## src/rtl/jsu_pkg.sv

```systemverilog
`default_nettype none

package jsu_pkg;

  localparam int INQ_DEPTH  = 4;
  localparam int INQ_AW     = $clog2(INQ_DEPTH);
  localparam int RQ_DEPTH   = 4;
  localparam int RQ_AW      = $clog2(RQ_DEPTH);
  localparam int HIST_DEPTH = 8;
  localparam int HIST_AW    = $clog2(HIST_DEPTH);
  localparam int CNT_W      = 4;
  localparam int CP_W       = 21;

  localparam logic [CNT_W-1:0] HOLD_BS   = 4'd4;
  localparam logic [CNT_W-1:0] HOLD_U    = 4'd5;
  localparam logic [CNT_W-1:0] HOLD_LO0  = 4'd6;
  localparam logic [CNT_W-1:0] HOLD_LAST = 4'd9;
  localparam logic [CNT_W-1:0] HOLD_FULL = 4'd10;
  localparam logic [CNT_W-1:0] HEX_LAST  = 4'd3;
  localparam logic [CNT_W-1:0] HEX_FULL  = 4'd4;

  localparam logic [15:0] SURR_HI_MIN = 16'hD800;
  localparam logic [15:0] SURR_HI_MAX = 16'hDBFF;
  localparam logic [15:0] SURR_LO_MIN = 16'hDC00;
  localparam logic [15:0] SURR_LO_MAX = 16'hDFFF;
  localparam logic [CP_W-1:0] CP_SUPP_BASE = 21'h10000;
  localparam logic [CP_W-1:0] CP_REPLACE   = 21'h0FFFD;

  localparam logic [7:0] CH_QUOTE  = 8'h22;
  localparam logic [7:0] CH_BSLASH = 8'h5C;
  localparam logic [7:0] CH_U      = 8'h75;
  localparam logic [7:0] CH_B      = 8'h62;
  localparam logic [7:0] CH_F      = 8'h66;
  localparam logic [7:0] CH_N      = 8'h6E;
  localparam logic [7:0] CH_R      = 8'h72;
  localparam logic [7:0] CH_T      = 8'h74;
  localparam logic [7:0] CTL_BS    = 8'h08;
  localparam logic [7:0] CTL_FF    = 8'h0C;
  localparam logic [7:0] CTL_LF    = 8'h0A;
  localparam logic [7:0] CTL_CR    = 8'h0D;
  localparam logic [7:0] CTL_TAB   = 8'h09;

  typedef enum logic [2:0] {
    MODE_OPEN = 3'd0,
    MODE_TEXT = 3'd1,
    MODE_ESC  = 3'd2,
    MODE_HEX  = 3'd3,
    MODE_SURR = 3'd4
  } mode_e;

  typedef struct packed {
    logic [7:0] data;
    logic       hex_ok;
    logic [3:0] hex_val;
    logic       is_quote;
    logic       is_bslash;
    logic       is_u;
  } byte_cls_t;

  typedef struct packed {
    byte_cls_t cls;
    logic      last;
  } in_item_t;

  typedef struct packed {
    logic [7:0] data;
    logic       valid;
    logic       str_end;
    logic       closed;
  } result_t;

  function automatic byte_cls_t classify(input logic [7:0] c);
    byte_cls_t r;
    r.data      = c;
    r.is_quote  = (c == CH_QUOTE);
    r.is_bslash = (c == CH_BSLASH);
    r.is_u      = (c == CH_U);
    r.hex_ok    = 1'b0;
    r.hex_val   = 4'd0;
    if (c >= 8'h30 && c <= 8'h39) begin
      r.hex_ok  = 1'b1;
      r.hex_val = c[3:0];
    end else if ((c >= 8'h61 && c <= 8'h66) || (c >= 8'h41 && c <= 8'h46)) begin
      r.hex_ok  = 1'b1;
      r.hex_val = 4'(c[3:0] + 4'd9);
    end
    return r;
  endfunction

  function automatic logic [7:0] escape_map(input logic [7:0] c);
    logic [7:0] r;
    unique case (c)
      CH_B:    r = CTL_BS;
      CH_F:    r = CTL_FF;
      CH_N:    r = CTL_LF;
      CH_R:    r = CTL_CR;
      CH_T:    r = CTL_TAB;
      default: r = c;
    endcase
    return r;
  endfunction

  function automatic logic [2:0] utf8_len(input logic [CP_W-1:0] cp);
    logic [2:0] r;
    if (cp < 21'h80) begin
      r = 3'd1;
    end else if (cp < 21'h800) begin
      r = 3'd2;
    end else if (cp < 21'h10000) begin
      r = 3'd3;
    end else begin
      r = 3'd4;
    end
    return r;
  endfunction

  function automatic logic [7:0] utf8_byte(input logic [CP_W-1:0] cp, input logic [1:0] idx);
    logic [2:0] len;
    logic [2:0] tail;
    logic [7:0] r;
    len  = utf8_len(cp);
    tail = 3'(len - 3'd1 - {1'b0, idx});
    if (idx == 2'd0) begin
      unique case (len)
        3'd1:    r = cp[7:0];
        3'd2:    r = {3'b110, cp[10:6]};
        3'd3:    r = {4'b1110, cp[15:12]};
        default: r = {5'b11110, cp[20:18]};
      endcase
    end else begin
      unique case (tail)
        3'd0:    r = {2'b10, cp[5:0]};
        3'd1:    r = {2'b10, cp[11:6]};
        default: r = {2'b10, cp[17:12]};
      endcase
    end
    return r;
  endfunction

  function automatic result_t byte_res(input logic [7:0] c);
    result_t r;
    r.data    = c;
    r.valid   = 1'b1;
    r.str_end = 1'b0;
    r.closed  = 1'b0;
    return r;
  endfunction

  function automatic result_t end_res(input logic closed);
    result_t r;
    r.data    = 8'h00;
    r.valid   = 1'b0;
    r.str_end = 1'b1;
    r.closed  = closed;
    return r;
  endfunction

endpackage

`default_nettype wire

```

## src/rtl/jsu_front.sv

```systemverilog
`default_nettype none

module jsu_front
  import jsu_pkg::*;
(
  input  wire              clk_i,
  input  wire              rst_ni,
  input  wire              push_i,
  input  wire [7:0]        in_byte_i,
  input  wire              input_last_i,
  output logic             full_o,
  output logic             item_valid_o,
  output in_item_t         item_o,
  input  wire              take_i
);

  in_item_t          mem_q [INQ_DEPTH];
  logic [INQ_AW-1:0] wr_q, wr_d, rd_q, rd_d;
  logic [INQ_AW:0]   cnt_q, cnt_d;
  logic              do_wr, do_rd;
  in_item_t          wr_item;

  assign full_o       = (cnt_q == (INQ_AW+1)'(INQ_DEPTH));
  assign item_valid_o = (cnt_q != '0);
  assign item_o       = mem_q[rd_q];
  assign do_wr        = push_i && !full_o;
  assign do_rd        = take_i && item_valid_o;

  always_comb begin
    wr_item.cls  = classify(in_byte_i);
    wr_item.last = input_last_i;
    wr_d  = do_wr ? wr_q + INQ_AW'(1) : wr_q;
    rd_d  = do_rd ? rd_q + INQ_AW'(1) : rd_q;
    cnt_d = cnt_q + (INQ_AW+1)'(do_wr) - (INQ_AW+1)'(do_rd);
  end

  always_ff @(posedge clk_i or negedge rst_ni) begin
    if (!rst_ni) begin
      wr_q  <= '0;
      rd_q  <= '0;
      cnt_q <= '0;
    end else begin
      wr_q  <= wr_d;
      rd_q  <= rd_d;
      cnt_q <= cnt_d;
    end
  end

  always_ff @(posedge clk_i) begin
    if (do_wr) begin
      mem_q[wr_q] <= wr_item;
    end
  end

endmodule

`default_nettype wire

```

## src/rtl/jsu_back.sv

```systemverilog
`default_nettype none

module jsu_back
  import jsu_pkg::*;
(
  input  wire         clk_i,
  input  wire         rst_ni,
  input  wire         item_valid_i,
  input  wire in_item_t item_i,
  output logic        item_take_o,
  input  wire         res_full_i,
  output logic        res_push_o,
  output result_t     res_o
);

  mode_e              mode_q, mode_d;
  logic [CNT_W-1:0]   cnt_q, cnt_d;
  logic [15:0]        high_q, high_d;
  logic [15:0]        acc_q, acc_d;
  logic               bad_q, bad_d;
  byte_cls_t          hist_q [HIST_DEPTH];
  logic [HIST_AW-1:0] wp_q, wp_d, rp_q, rp_d;
  logic               flush_q, flush_d;
  logic [CP_W-1:0]    emit_cp_q, emit_cp_d;
  logic [2:0]         emit_left_q, emit_left_d;
  logic [1:0]         emit_idx_q, emit_idx_d;

  byte_cls_t          cur;
  logic               consume;
  logic               discard;
  logic [HIST_AW-1:0] rew;
  logic               emit_go;
  logic [CP_W-1:0]    emit_cp;
  logic [15:0]        hex4;
  logic               bad_n;
  logic               surr_fail;

  always_comb begin
    mode_d      = mode_q;
    cnt_d       = cnt_q;
    high_d      = high_q;
    acc_d       = acc_q;
    bad_d       = bad_q;
    wp_d        = wp_q;
    rp_d        = rp_q;
    flush_d     = flush_q;
    emit_cp_d   = emit_cp_q;
    emit_left_d = emit_left_q;
    emit_idx_d  = emit_idx_q;
    cur         = hist_q[rp_q];
    consume     = 1'b0;
    discard     = 1'b0;
    rew         = '0;
    emit_go     = 1'b0;
    emit_cp     = '0;
    item_take_o = 1'b0;
    res_push_o  = 1'b0;
    res_o       = end_res(1'b0);

    if (!res_full_i) begin
      if (emit_left_q != 3'd0) begin
        res_push_o  = 1'b1;
        res_o       = byte_res(utf8_byte(emit_cp_q, emit_idx_q));
        emit_idx_d  = emit_idx_q + 2'd1;
        emit_left_d = emit_left_q - 3'd1;
      end else if (wp_q != rp_q) begin
        consume = 1'b1;
      end else if (flush_q) begin
        unique case (mode_q)
          MODE_HEX: begin
            res_push_o = 1'b1;
            res_o      = byte_res(CH_U);
            rp_d       = rp_q - cnt_q[HIST_AW-1:0];
            cnt_d      = '0;
            mode_d     = MODE_TEXT;
          end
          MODE_SURR: begin
            emit_go = 1'b1;
            emit_cp = {5'd0, high_q};
            rp_d    = rp_q - HIST_AW'(cnt_q - HOLD_BS);
            cnt_d   = '0;
            mode_d  = MODE_TEXT;
          end
          default: begin
            res_push_o = 1'b1;
            res_o      = end_res(1'b0);
            cnt_d      = '0;
            mode_d     = MODE_OPEN;
            flush_d    = 1'b0;
          end
        endcase
      end else if (item_valid_i) begin
        consume     = 1'b1;
        cur         = item_i.cls;
        item_take_o = 1'b1;
        wp_d        = wp_q + HIST_AW'(1);
        flush_d     = item_i.last;
      end
    end

    hex4      = {acc_q[11:0], cur.hex_val};
    bad_n     = bad_q | !cur.hex_ok;
    surr_fail = (cnt_q == HOLD_BS && !cur.is_bslash) || (cnt_q == HOLD_U && !cur.is_u) ||
                (cnt_q < HOLD_BS) || (cnt_q >= HOLD_FULL);

    if (consume) begin
      unique case (mode_q)
        MODE_TEXT: begin
          if (cur.is_quote) begin
            res_push_o = 1'b1;
            res_o      = end_res(1'b1);
            mode_d     = MODE_OPEN;
            cnt_d      = '0;
            discard    = 1'b1;
          end else if (cur.is_bslash) begin
            mode_d = MODE_ESC;
          end else begin
            res_push_o = 1'b1;
            res_o      = byte_res(cur.data);
          end
        end
        MODE_ESC: begin
          if (cur.is_u) begin
            mode_d = MODE_HEX;
            cnt_d  = '0;
          end else begin
            res_push_o = 1'b1;
            res_o      = byte_res(escape_map(cur.data));
            mode_d     = MODE_TEXT;
          end
        end
        MODE_HEX: begin
          if (!cur.hex_ok || cnt_q >= HEX_FULL) begin
            res_push_o = 1'b1;
            res_o      = byte_res(CH_U);
            rew        = HIST_AW'(cnt_q) + HIST_AW'(1);
            cnt_d      = '0;
            mode_d     = MODE_TEXT;
          end else begin
            acc_d = hex4;
            cnt_d = cnt_q + CNT_W'(1);
            if (cnt_q == HEX_LAST) begin
              if (hex4 >= SURR_HI_MIN && hex4 <= SURR_HI_MAX) begin
                high_d = hex4;
                mode_d = MODE_SURR;
              end else begin
                emit_go = 1'b1;
                emit_cp = (hex4 >= SURR_LO_MIN && hex4 <= SURR_LO_MAX) ? CP_REPLACE
                                                                      : {5'd0, hex4};
                cnt_d   = '0;
                mode_d  = MODE_TEXT;
              end
            end
          end
        end
        MODE_SURR: begin
          if (surr_fail) begin
            emit_go = 1'b1;
            emit_cp = {5'd0, high_q};
            rew     = (cnt_q >= HOLD_BS) ? HIST_AW'(cnt_q - HOLD_BS) + HIST_AW'(1)
                                         : HIST_AW'(1);
            cnt_d   = '0;
            mode_d  = MODE_TEXT;
          end else begin
            cnt_d = cnt_q + CNT_W'(1);
            if (cnt_q >= HOLD_LO0) begin
              acc_d = hex4;
              bad_d = (cnt_q == HOLD_LO0) ? !cur.hex_ok : bad_n;
            end
            if (cnt_q == HOLD_LAST) begin
              emit_go = 1'b1;
              cnt_d   = '0;
              mode_d  = MODE_TEXT;
              if (!bad_n && hex4 >= SURR_LO_MIN && hex4 <= SURR_LO_MAX) begin
                emit_cp = CP_SUPP_BASE + {1'b0, high_q[9:0], hex4[9:0]};
              end else begin
                emit_cp = CP_REPLACE;
                rew     = HIST_AW'(HOLD_FULL - HOLD_BS);
              end
            end
          end
        end
        default: begin
          mode_d = MODE_TEXT;
          cnt_d  = '0;
        end
      endcase
      rp_d = rp_q + HIST_AW'(1) - rew;
      if (discard) begin
        rp_d    = wp_d;
        flush_d = 1'b0;
      end
    end

    if (emit_go) begin
      emit_cp_d   = emit_cp;
      emit_left_d = utf8_len(emit_cp);
      emit_idx_d  = 2'd0;
    end
  end

  always_ff @(posedge clk_i or negedge rst_ni) begin
    if (!rst_ni) begin
      mode_q      <= MODE_OPEN;
      cnt_q       <= '0;
      high_q      <= '0;
      acc_q       <= '0;
      bad_q       <= 1'b0;
      wp_q        <= '0;
      rp_q        <= '0;
      flush_q     <= 1'b0;
      emit_cp_q   <= '0;
      emit_left_q <= '0;
      emit_idx_q  <= '0;
    end else begin
      mode_q      <= mode_d;
      cnt_q       <= cnt_d;
      high_q      <= high_d;
      acc_q       <= acc_d;
      bad_q       <= bad_d;
      wp_q        <= wp_d;
      rp_q        <= rp_d;
      flush_q     <= flush_d;
      emit_cp_q   <= emit_cp_d;
      emit_left_q <= emit_left_d;
      emit_idx_q  <= emit_idx_d;
    end
  end

  always_ff @(posedge clk_i) begin
    if (item_take_o) begin
      hist_q[wp_q] <= item_i.cls;
    end
  end

endmodule

`default_nettype wire

```

## src/rtl/jsu_rq.sv

```systemverilog
`default_nettype none

module jsu_rq
  import jsu_pkg::*;
(
  input  wire          clk_i,
  input  wire          rst_ni,
  input  wire          push_i,
  input  wire result_t data_i,
  output logic         full_o,
  output logic         empty_o,
  input  wire          pop_i,
  output result_t      data_o
);

  result_t          mem_q [RQ_DEPTH];
  logic [RQ_AW-1:0] wr_q, wr_d, rd_q, rd_d;
  logic [RQ_AW:0]   cnt_q, cnt_d;
  logic             do_wr, do_rd;

  assign full_o  = (cnt_q == (RQ_AW+1)'(RQ_DEPTH));
  assign empty_o = (cnt_q == '0);
  assign data_o  = mem_q[rd_q];
  assign do_wr   = push_i && !full_o;
  assign do_rd   = pop_i && !empty_o;

  always_comb begin
    wr_d  = do_wr ? wr_q + RQ_AW'(1) : wr_q;
    rd_d  = do_rd ? rd_q + RQ_AW'(1) : rd_q;
    cnt_d = cnt_q + (RQ_AW+1)'(do_wr) - (RQ_AW+1)'(do_rd);
  end

  always_ff @(posedge clk_i or negedge rst_ni) begin
    if (!rst_ni) begin
      wr_q  <= '0;
      rd_q  <= '0;
      cnt_q <= '0;
    end else begin
      wr_q  <= wr_d;
      rd_q  <= rd_d;
      cnt_q <= cnt_d;
    end
  end

  always_ff @(posedge clk_i) begin
    if (do_wr) begin
      mem_q[wr_q] <= data_i;
    end
  end

endmodule

`default_nettype wire

```

## src/rtl/json_string_unescape.sv

```systemverilog
`default_nettype none

// Streaming decoder for JSON string literals. Each input request is one byte of text; the
// first byte of a string is taken as its opening quote and dropped unchecked. Decoded bytes
// come out one result per request, and every string finishes with a separate end result
// whose closed_by_quote flag tells a closing quote from the end of input. Escapes, \uXXXX
// to UTF-8 and surrogate pairs are handled; failed lookahead is reprocessed from a small
// history buffer. Ordinary text moves at one byte per cycle while the result queue has
// room. The single decoder handles one byte or one result per cycle while that queue has
// room, so a \u escape takes its input bytes and then, one at a time, the UTF-8 bytes it
// produces; replayed lookahead (at most six bytes) is taken again byte by byte, and the
// end-of-input flush loads each held high surrogate before writing it out raw. Four-entry
// queues sit on both sides; there is no start-up pass after reset.
module json_string_unescape
  import jsu_pkg::*;
(
  input  wire        clk_i,
  input  wire        rst_ni,
  input  wire        push,
  output logic       full,
  input  wire [7:0]  in_byte_i,
  input  wire        input_last_i,
  output logic       empty,
  input  wire        pop,
  output logic [7:0] out_byte_o,
  output logic       byte_valid_o,
  output logic       string_end_o,
  output logic       closed_by_quote_o
);

  logic     item_valid;
  in_item_t item;
  logic     item_take;
  logic     res_full;
  logic     res_push;
  result_t  res;
  result_t  head;

  jsu_front u_front (
    .clk_i        (clk_i),
    .rst_ni       (rst_ni),
    .push_i       (push),
    .in_byte_i    (in_byte_i),
    .input_last_i (input_last_i),
    .full_o       (full),
    .item_valid_o (item_valid),
    .item_o       (item),
    .take_i       (item_take)
  );

  jsu_back u_back (
    .clk_i        (clk_i),
    .rst_ni       (rst_ni),
    .item_valid_i (item_valid),
    .item_i       (item),
    .item_take_o  (item_take),
    .res_full_i   (res_full),
    .res_push_o   (res_push),
    .res_o        (res)
  );

  jsu_rq u_rq (
    .clk_i   (clk_i),
    .rst_ni  (rst_ni),
    .push_i  (res_push),
    .data_i  (res),
    .full_o  (res_full),
    .empty_o (empty),
    .pop_i   (pop),
    .data_o  (head)
  );

  assign out_byte_o        = head.data;
  assign byte_valid_o      = head.valid;
  assign string_end_o      = head.str_end;
  assign closed_by_quote_o = head.closed;

endmodule

`default_nettype wire

```

## config.mk

```make
export PLATFORM = sky130hd
export DESIGN_NAME = json_string_unescape
export DESIGN_NICKNAME = d
export VERILOG_FILES = /design/src/rtl/jsu_pkg.sv /design/src/rtl/jsu_front.sv /design/src/rtl/jsu_back.sv /design/src/rtl/jsu_rq.sv /design/src/rtl/json_string_unescape.sv
export SDC_FILE = /design/constraint.sdc
export NUM_CORES = 1
export LEC_CHECK = 0
export BUFFER_PORTS_ARGS = -buffer_cell sky130_fd_sc_hd__buf_2
export CAP_MARGIN = 20
export CORE_MARGIN = 2
export CORE_UTILIZATION = 63
export CTS_BUF_LIST = sky130_fd_sc_hd__clkbuf_16
export DETAILED_ROUTE_END_ITERATION = 7
export HOLD_SLACK_MARGIN = 0.15
export PLACE_DENSITY = 0.83
export SLEW_MARGIN = 20
export SYNTH_ARGS = -nofsm -noshare
export SYNTH_HDL_FRONTEND = slang
export SYNTH_HIERARCHICAL = 1
export SYNTH_SLANG_ARGS = --single-unit
```

## constraint.sdc

```tcl
create_clock -name clk_i -period 5.1 [get_ports clk_i]
set_input_delay 0.255 -clock clk_i [delete_from_list [all_inputs] [get_ports clk_i]]
set_output_delay 0.255 -clock clk_i [all_outputs]
set_load 0.05 [all_outputs]
```

## Word level (Yosys, flattened, before mapping)

Memories as Yosys holds them, arrays and structs flattened.
Index checks and enable logic that the tools add are counted.

- Bits in writable memories: 240
- Memories: 3
- Output and inout bits: 13
- Bits of input ports: 13
- Word-level logic and storage cells: 287
- Register bits after elaboration: 83

- Bitwise logic cells: 3
- Multiplexer cells: 150
- Add/subtract/negate cells: 23
- Eq/ne operators: 31
- Reduce and logical (&&, ||, !) cells: 40
- Magnitude comparators: 20

Memory list:

| memory | depth | bits a word | rd ports | clocked after memory_dff | write ports | line | text |
|---|---|---|---|---|---|---|---|
| u_back.hist_q | 8 | 16 | 1 | 0 | 1 | jsu_back.sv:21 | `byte_cls_t hist_q [HIST_DEPTH];` |
| u_front.mem_q | 4 | 17 | 1 | 0 | 1 | jsu_front.sv:17 | `in_item_t mem_q [INQ_DEPTH];` |
| u_rq.mem_q | 4 | 11 | 1 | 0 | 1 | jsu_rq.sv:16 | `result_t mem_q [RQ_DEPTH];` |

Operators by type and width:

| kind | number |
|---|---|
| 2-to-1 mux 21 bit | 11 |
| 2-to-1 mux 3 bit | 40 |
| 2-to-1 mux 16 bit | 7 |
| 2-to-1 mux 11 bit | 9 |
| == test 8 x 7 -> 1 bit, second input constant | 7 |
| 2-to-1 mux 1 bit | 48 |
| 2-to-1 mux 4 bit | 12 |
| less-than comparator 21 x 12 -> 1 bit, second input constant | 2 |
| less-than comparator 21 x 17 -> 1 bit, second input constant | 2 |
| less-than comparator 21 x 8 -> 1 bit, second input constant | 2 |
| one-hot mux 21 bit (2 select lines) | 1 |
| one-hot mux 8 bit (5 select lines) | 1 |
| 2-to-1 mux 12 bit | 3 |
| one-hot mux 11 bit (3 select lines) | 1 |
| greater-or-equal comparator 16 bit, second input constant | 2 |
| less-or-equal comparator 16 bit, second input constant | 2 |
| one-hot mux 12 bit (2 select lines) | 1 |
| one-hot mux 8 bit (3 select lines) | 1 |
| adder 17 x 20 -> 21 bit, first input constant | 1 |
| greater-or-equal comparator 8 x 7 -> 1 bit, second input constant | 2 |
| less-or-equal comparator 8 x 7 -> 1 bit, second input constant | 2 |
| one-hot mux 4 bit (4 select lines) | 1 |
| AND reduction 5 bit | 3 |
| logical AND 1 bit | 13 |
| 45 further kinds | 93 |

## Depth between registers and ports, before layout

- Depth after elaboration: 21
- Mapped depth: 19
- Depth with buffers taken out: 18

## Cells and area by module

The synthesis kept the hierarchy.

By module, submodules not included:

| module | area each (um^2) | cells an instance | sequential area each (um^2) | instances |
|---|---|---|---|---|
| jsu_back | 9900.7 | 785 | 5570.3 | 1 |
| jsu_front | 3096.7 | 151 | 2217.1 | 1 |
| jsu_rq | 2065.7 | 98 | 1496.4 | 1 |

## Worst setup path before layout

OpenSTA, ideal clock, no wires.

- Path kind: reg2reg
- From: register u_back.rp_q[0]
- To: memory u_back/hist_q[1][0] (netlist bit) (enable)
- Setup slack: 1391 ps
- Library setup time: 436 ps
- Data arrival time: 3273 ps
- Cell stages (with the launch flop): 9
- Path buffers: 4
- Cell sequence: dfrtp_1 -> buf_6 -> xnor2_1 -> and3_1 -> buf_2 -> nand2_1 -> buf_2 -> buf_2 -> nor4b_1

- Longest elaborated chain between the ends: 6

Ends and longest elaborated chain:

| item | line | text |
|---|---|---|
| from (decl) | jsu_back.sv:22 | `logic [HIST_AW-1:0] wp_q, wp_d, rp_q, rp_d;` |
| from (signal assigned) | jsu_back.sv:222 | `rp_q <= rp_d;` |
| inequality test 3 bit | jsu_back.sv:66 | `end else if (wp_q != rp_q) begin` |
| 2-to-1 mux 1 bit | jsu_back.sv:66 |  |
| 2-to-1 mux 1 bit | jsu_back.sv:61 | `if (emit_left_q != 3'd0) begin` |
| 2-to-1 mux 1 bit | jsu_back.sv:60 | `if (!res_full_i) begin` |
| 2-to-1 mux 1 bit | jsu_back.sv:231 | `if (item_take_o) begin` |
| 2-to-1 mux 1 bit (not written as such) | jsu_back.sv:232 | `hist_q[wp_q] <= item_i.cls;` |
| to (decl) | jsu_back.sv:21 |  |

Every way passes these cells.

## Worst setup path after layout

- From: register u_front.cnt_q[1]
- To: register u_rq.cnt_q[2]

- Longest elaborated chain between the ends: 14

Ends and longest elaborated chain:

| item | line | text |
|---|---|---|
| from (decl) | jsu_front.sv:19 | `logic [INQ_AW:0] cnt_q, cnt_d;` |
| from (signal assigned) | jsu_front.sv:45 | `cnt_q <= cnt_d;` |
| nonzero test 3 bit * | jsu_front.sv:24 | `assign item_valid_o = (cnt_q != '0);` |
| net item_valid | json_string_unescape.sv:31 | `logic item_valid;` |
| 2-to-1 mux 16 bit | jsu_back.sv:92 | `end else if (item_valid_i) begin` |
| 2-to-1 mux 16 bit | jsu_back.sv:68 | `end else if (flush_q) begin` |
| 2-to-1 mux 16 bit | jsu_back.sv:66 |  |
| 2-to-1 mux 16 bit | jsu_back.sv:61 |  |
| 2-to-1 mux 16 bit | jsu_back.sv:60 |  |
| zero test 1 bit | jsu_back.sv:133 | `if (!cur.hex_ok \|\| cnt_q >= HEX_FULL) begin` |
| logical OR 1 bit | jsu_back.sv:133 |  |
| 2-to-1 mux 1 bit | jsu_back.sv:133 |  |
| one-hot mux 1 bit (3 select lines) | jsu_back.sv:107 | `unique case (mode_q)` |
| 2-to-1 mux 1 bit * | jsu_back.sv:106 | `if (consume) begin` |
| net res_push | json_string_unescape.sv:35 | `logic res_push;` |
| logical AND 1 bit * | jsu_rq.sv:24 | `assign do_wr = push_i && !full_o;` |
| adder 3 x 1 -> 3 bit * | jsu_rq.sv:30 | `cnt_d = cnt_q + (RQ_AW+1)'(do_wr) - (RQ_AW+1)'(do_rd);` |
| subtractor 3 x 1 -> 3 bit * | jsu_rq.sv:30 |  |
| net u_rq.cnt_d[2] | jsu_rq.sv:18 | `logic [RQ_AW:0] cnt_q, cnt_d;` |
| to (signal assigned) | jsu_rq.sv:41 | `cnt_q <= cnt_d;` |
| to (decl) | jsu_rq.sv:18 |  |

The timed path passes the listed nets; every way through them passes the cells marked *.
A chain may end at the register's enable or synchronous reset.

==> flow_summary.toml <==
[sta]
hold_viol_final = 0
max_slew_margin_pct = 31.38
worstMarginPinSlew_ns = 1.022
post-route-period-util_pct = 83.11
max_freq_mhz = 235.9
tns_ns = 0
finalSetupViolations = 0
fin_crit_ns = 4.239
rsz0062_at_grt = "false"
clock_skew_ns = 0.01299
maxSlewViolCount = 0

[clock_tree]
post_cts_buffers = 0
clock-sinks = 323
numCtsBuffers = 34
htree_levels = 2
worstSkewPairLatency_ns = 0.52
root_buffer = "clkbuf_16"
cts_tree = "yes"
cts_buffer_depth = 3
clk_pin_slew_ns = 0.06

[global_routing]
grt_pass1_vias = 9139
grt_overflow = 0
antenna_found_initial = 0
track_usage_pct = 26.79
grt_max_degree = 74
grt_pass1_wl_mm = 50.66

[placed_design]
dp_hpwl_mm = 21.24
globalplace.congestion = 0.9532
placed_cell_area_sq_um = 15550
port_buffers = 25

[layout]
layout-drive-gt1-share_pct = 19.73
syn2layout_area_growth_pct = 10.99
num-fill-cells = 1447
n_antenna_cell = 0
final_cell_mix = "240 x edfxtp_1, 82 x dfrtp_1, 69 x nand2_1, 56 x o21ai_0, 54 x mux4_2"
layout_commonest_cell = "edfxtp_1"
design_area_sq_um = 16720
nNetsFinal = 1130

[yosys]
ys_ff_latch = 323
synth-simple-area-share_pct = 9.154
synth_area_leader_cell = "edfxtp_1"
synth_mux_area_share_pct = 13.25
synth_cell_types = 83
ys.flop_type = "edfxtp_1"
syn_inst = 1034
synth_xor_xnor_area_share_pct = 1.512
synth_top_family_by_area = "multiplexers"
seq_area_frac_synth_pct = 61.63
synth-compound-area-share_pct = 8.805
synth_edf_count = 240
mappedNetlistNets = 1080
ys_warn_count = 6
yosys.area_share.adder_pct = 2.940
synth-async-reset-ratio_pct = 25.70
netlist_area_sq_um = 15060
synthTopCellsByArea = "edfxtp_1 48%, dfrtp_1 14%, mux4_2 8.1%"
syn_avg_cell_area_sq_um = 14.57
synth_top_area_share_pct = 47.84

[power]
p_sw_mw = 3.293
p_leak_nw = 6.290
p_sw_share_pct = 35.20
p_per_area_nw_per_um2 = 559.6
intPower_mw = 6.062
ir_worst_vdd_mv = 0.5174
p_clk_share_pct = 24.5
power_frac_seq_pct = 41.1
comb_power_share_pct = 34.4

[setup_path]
worst_setup_path_start_kind = "register"
crit_type = "reg -> reg"
setup.worst_path.end_class = "register"
cp_max_fo = 17
worstPathArrival_ns = 4.62
crit_required_ns = 5.48
r2r_slack_ns = 0.86

[routing]
vias = 9298
post-route-drc-count = 0
ant_nets = 0
finalWirelength_mm = 32.62
wl_per_cell_um = 22.83
routed_via_density = 6.507
firstDrtPassIters = 6
drt_iter0_markers = 965

[die]
die_x_um = 158.6
num_io_pins = 26
die_area_sq_um = 25160
row_count = 56
core_sq_um = 23470
die_y_um = 158.6
start_util_pct = 64.17

[worst_hold_path]
hold_class = "in -> reg"

[run_status]
status = "completed"

[job]
cap_violations = 0
-- cells by family (layout without fill, tap and decap cells) --
kind of cell	Yosys count	after routing
compound gates	192	192
xor+xnor	26	26
fa+ha+maj	33	33
buf+inv	85	161
flops	323	323
mux	120	120
simple gates	255	255
-- timing repair --
action / 4_1_cts / 5_1_grt
hold buffers: 12 / 0
hold endpoints to repair: 63 / 0
endpoints found under the setup margin: 0 / 0
gates resized for setup: 0 / 0
-- layer usage --
metal	vias to the layer above	GRT usage, %	wire length [um]
met3	62	5.444	2520
met2	431	43.19	15690
met4	0	8.837	864
li1	4125	-	-
met1	4680	37.14	13540
met5	-	0	0
-- critical path: stages, from the launching register on --
cell      delay [ns]
dfrtp_1         0.44
or3_1           0.42
nand2b_1        0.18
nor3_2          0.07
buf_4           0.17
nand2_1         0.16
buf_4           0.31
mux2i_1         0.36
nand2b_1        0.13
a211oi_1        0.29
o22ai_1         0.15
buf_4           0.21
nand2b_1        0.08
ha_1            0.23
inv_1           0.06
ha_1            0.14
inv_1           0.05
fa_1            0.38
xnor2_1         0.15
xnor2_1         0.14
-- power by group through the flow --
| stage | Sequential [mW] | Clock, mW | Combinational, mW |
|---|---|---|---|
| after floorplan | 3.71 | 0 | 2.51 |
| after global placement | 3.85 | 0 | 3.09 |
| after detailed placement | 3.90 | 0 | 3.16 |
| after CTS | 3.85 | 2.33 | 3.20 |
| after global routing | 3.90 | 2.43 | 3.47 |
| final | 3.85 | 2.29 | 3.22 |
-- cell type report --
class	instances	area [sq um]	area share, %
clock buffer	35	875.8	5.239
clock inverter	27	173.9	1.040
inverter	37	138.9	0.8307
multi-input combinational	626	5410	32.36
sequential	323	9285	55.54
tap	319	399.1	2.387
timing repair buffer	62	435.4	2.604
-- sequential cells by signal (all words and copies together) (netlist names) --
signal and cells:
u_rq/mem_q 44, u_front/rd_q 2, u_back/cnt_q 4, u_back/emit_idx_q 2
u_rq/cnt_q 3, u_back/emit_cp_q 21, u_back/emit_left_q 3, u_back/flush_q 1
u_back/wp_q 3, u_back/hist_q 128, u_back/acc_q 12, u_back/mode_q 3
u_rq/rd_q 2, u_front/mem_q 68, u_front/wr_q 2, u_back/rp_q 3
u_back/bad_q 1, u_rq/wr_q 2, u_front/cnt_q 3, u_back/high_q 16
-- worst paths after layout --
path | start | to | depth (start not counted)
hold reg to reg | u_back/emit_cp_q[18] | u_back/emit_cp_q[18] | 2
hold / removal | push | u_front/wr_q[0] | 3
max in group asynchronous | rst_ni | u_back/rp_q[0] | 3
setup / recovery | u_front/cnt_q[1] | u_rq/cnt_q[2] | 19
setup reg to reg | u_front/cnt_q[1] | u_rq/cnt_q[2] | 19
min in group asynchronous | rst_ni | u_back/emit_cp_q[9] | 3
-- metrics by stage --
| step | instances | utilization (%) | power (mW) | setup WS [ns] | hold slack (ns) |
|---|---|---|---|---|---|
| after global routing | 1429 | 71.23 | 9.806 | 0.7142 | 0.2624 |
| after floorplan | 1034 | - | 6.224 | 1.391 | -0.04059 |
| after global placement | 1355 | 66.24 | 6.945 | 1.087 | 0.09831 |
| final | 1429 | 71.23 | 9.355 | 0.8615 | 0.2212 |
| after CTS | 1429 | 71.23 | 9.385 | 0.9226 | 0.1906 |
| after detailed placement | 1355 | 66.24 | 7.057 | 0.9547 | 0.09809 |
-- synthesized netlist by cell type (13+ instances only) --
| cell | count |
|---|---|
| a21oi_1 | 25 |
| nor2_1 | 49 |
| inv_1 | 37 |
| nor3_1 | 13 |
| clkbuf_1 | 20 |
| nand2_1 | 69 |
| xnor2_1 | 19 |
| ha_1 | 29 |
| mux2_2 | 37 |
| dfrtp_1 | 83 |
| nand2b_1 | 15 |
| buf_2 | 15 |
| mux4_2 | 54 |
| edfxtp_1 | 240 |
| o21ai_0 | 56 |
| nand3_1 | 22 |
| mux2i_1 | 22 |
No activity file was read; power rests on OpenSTA's default activity.
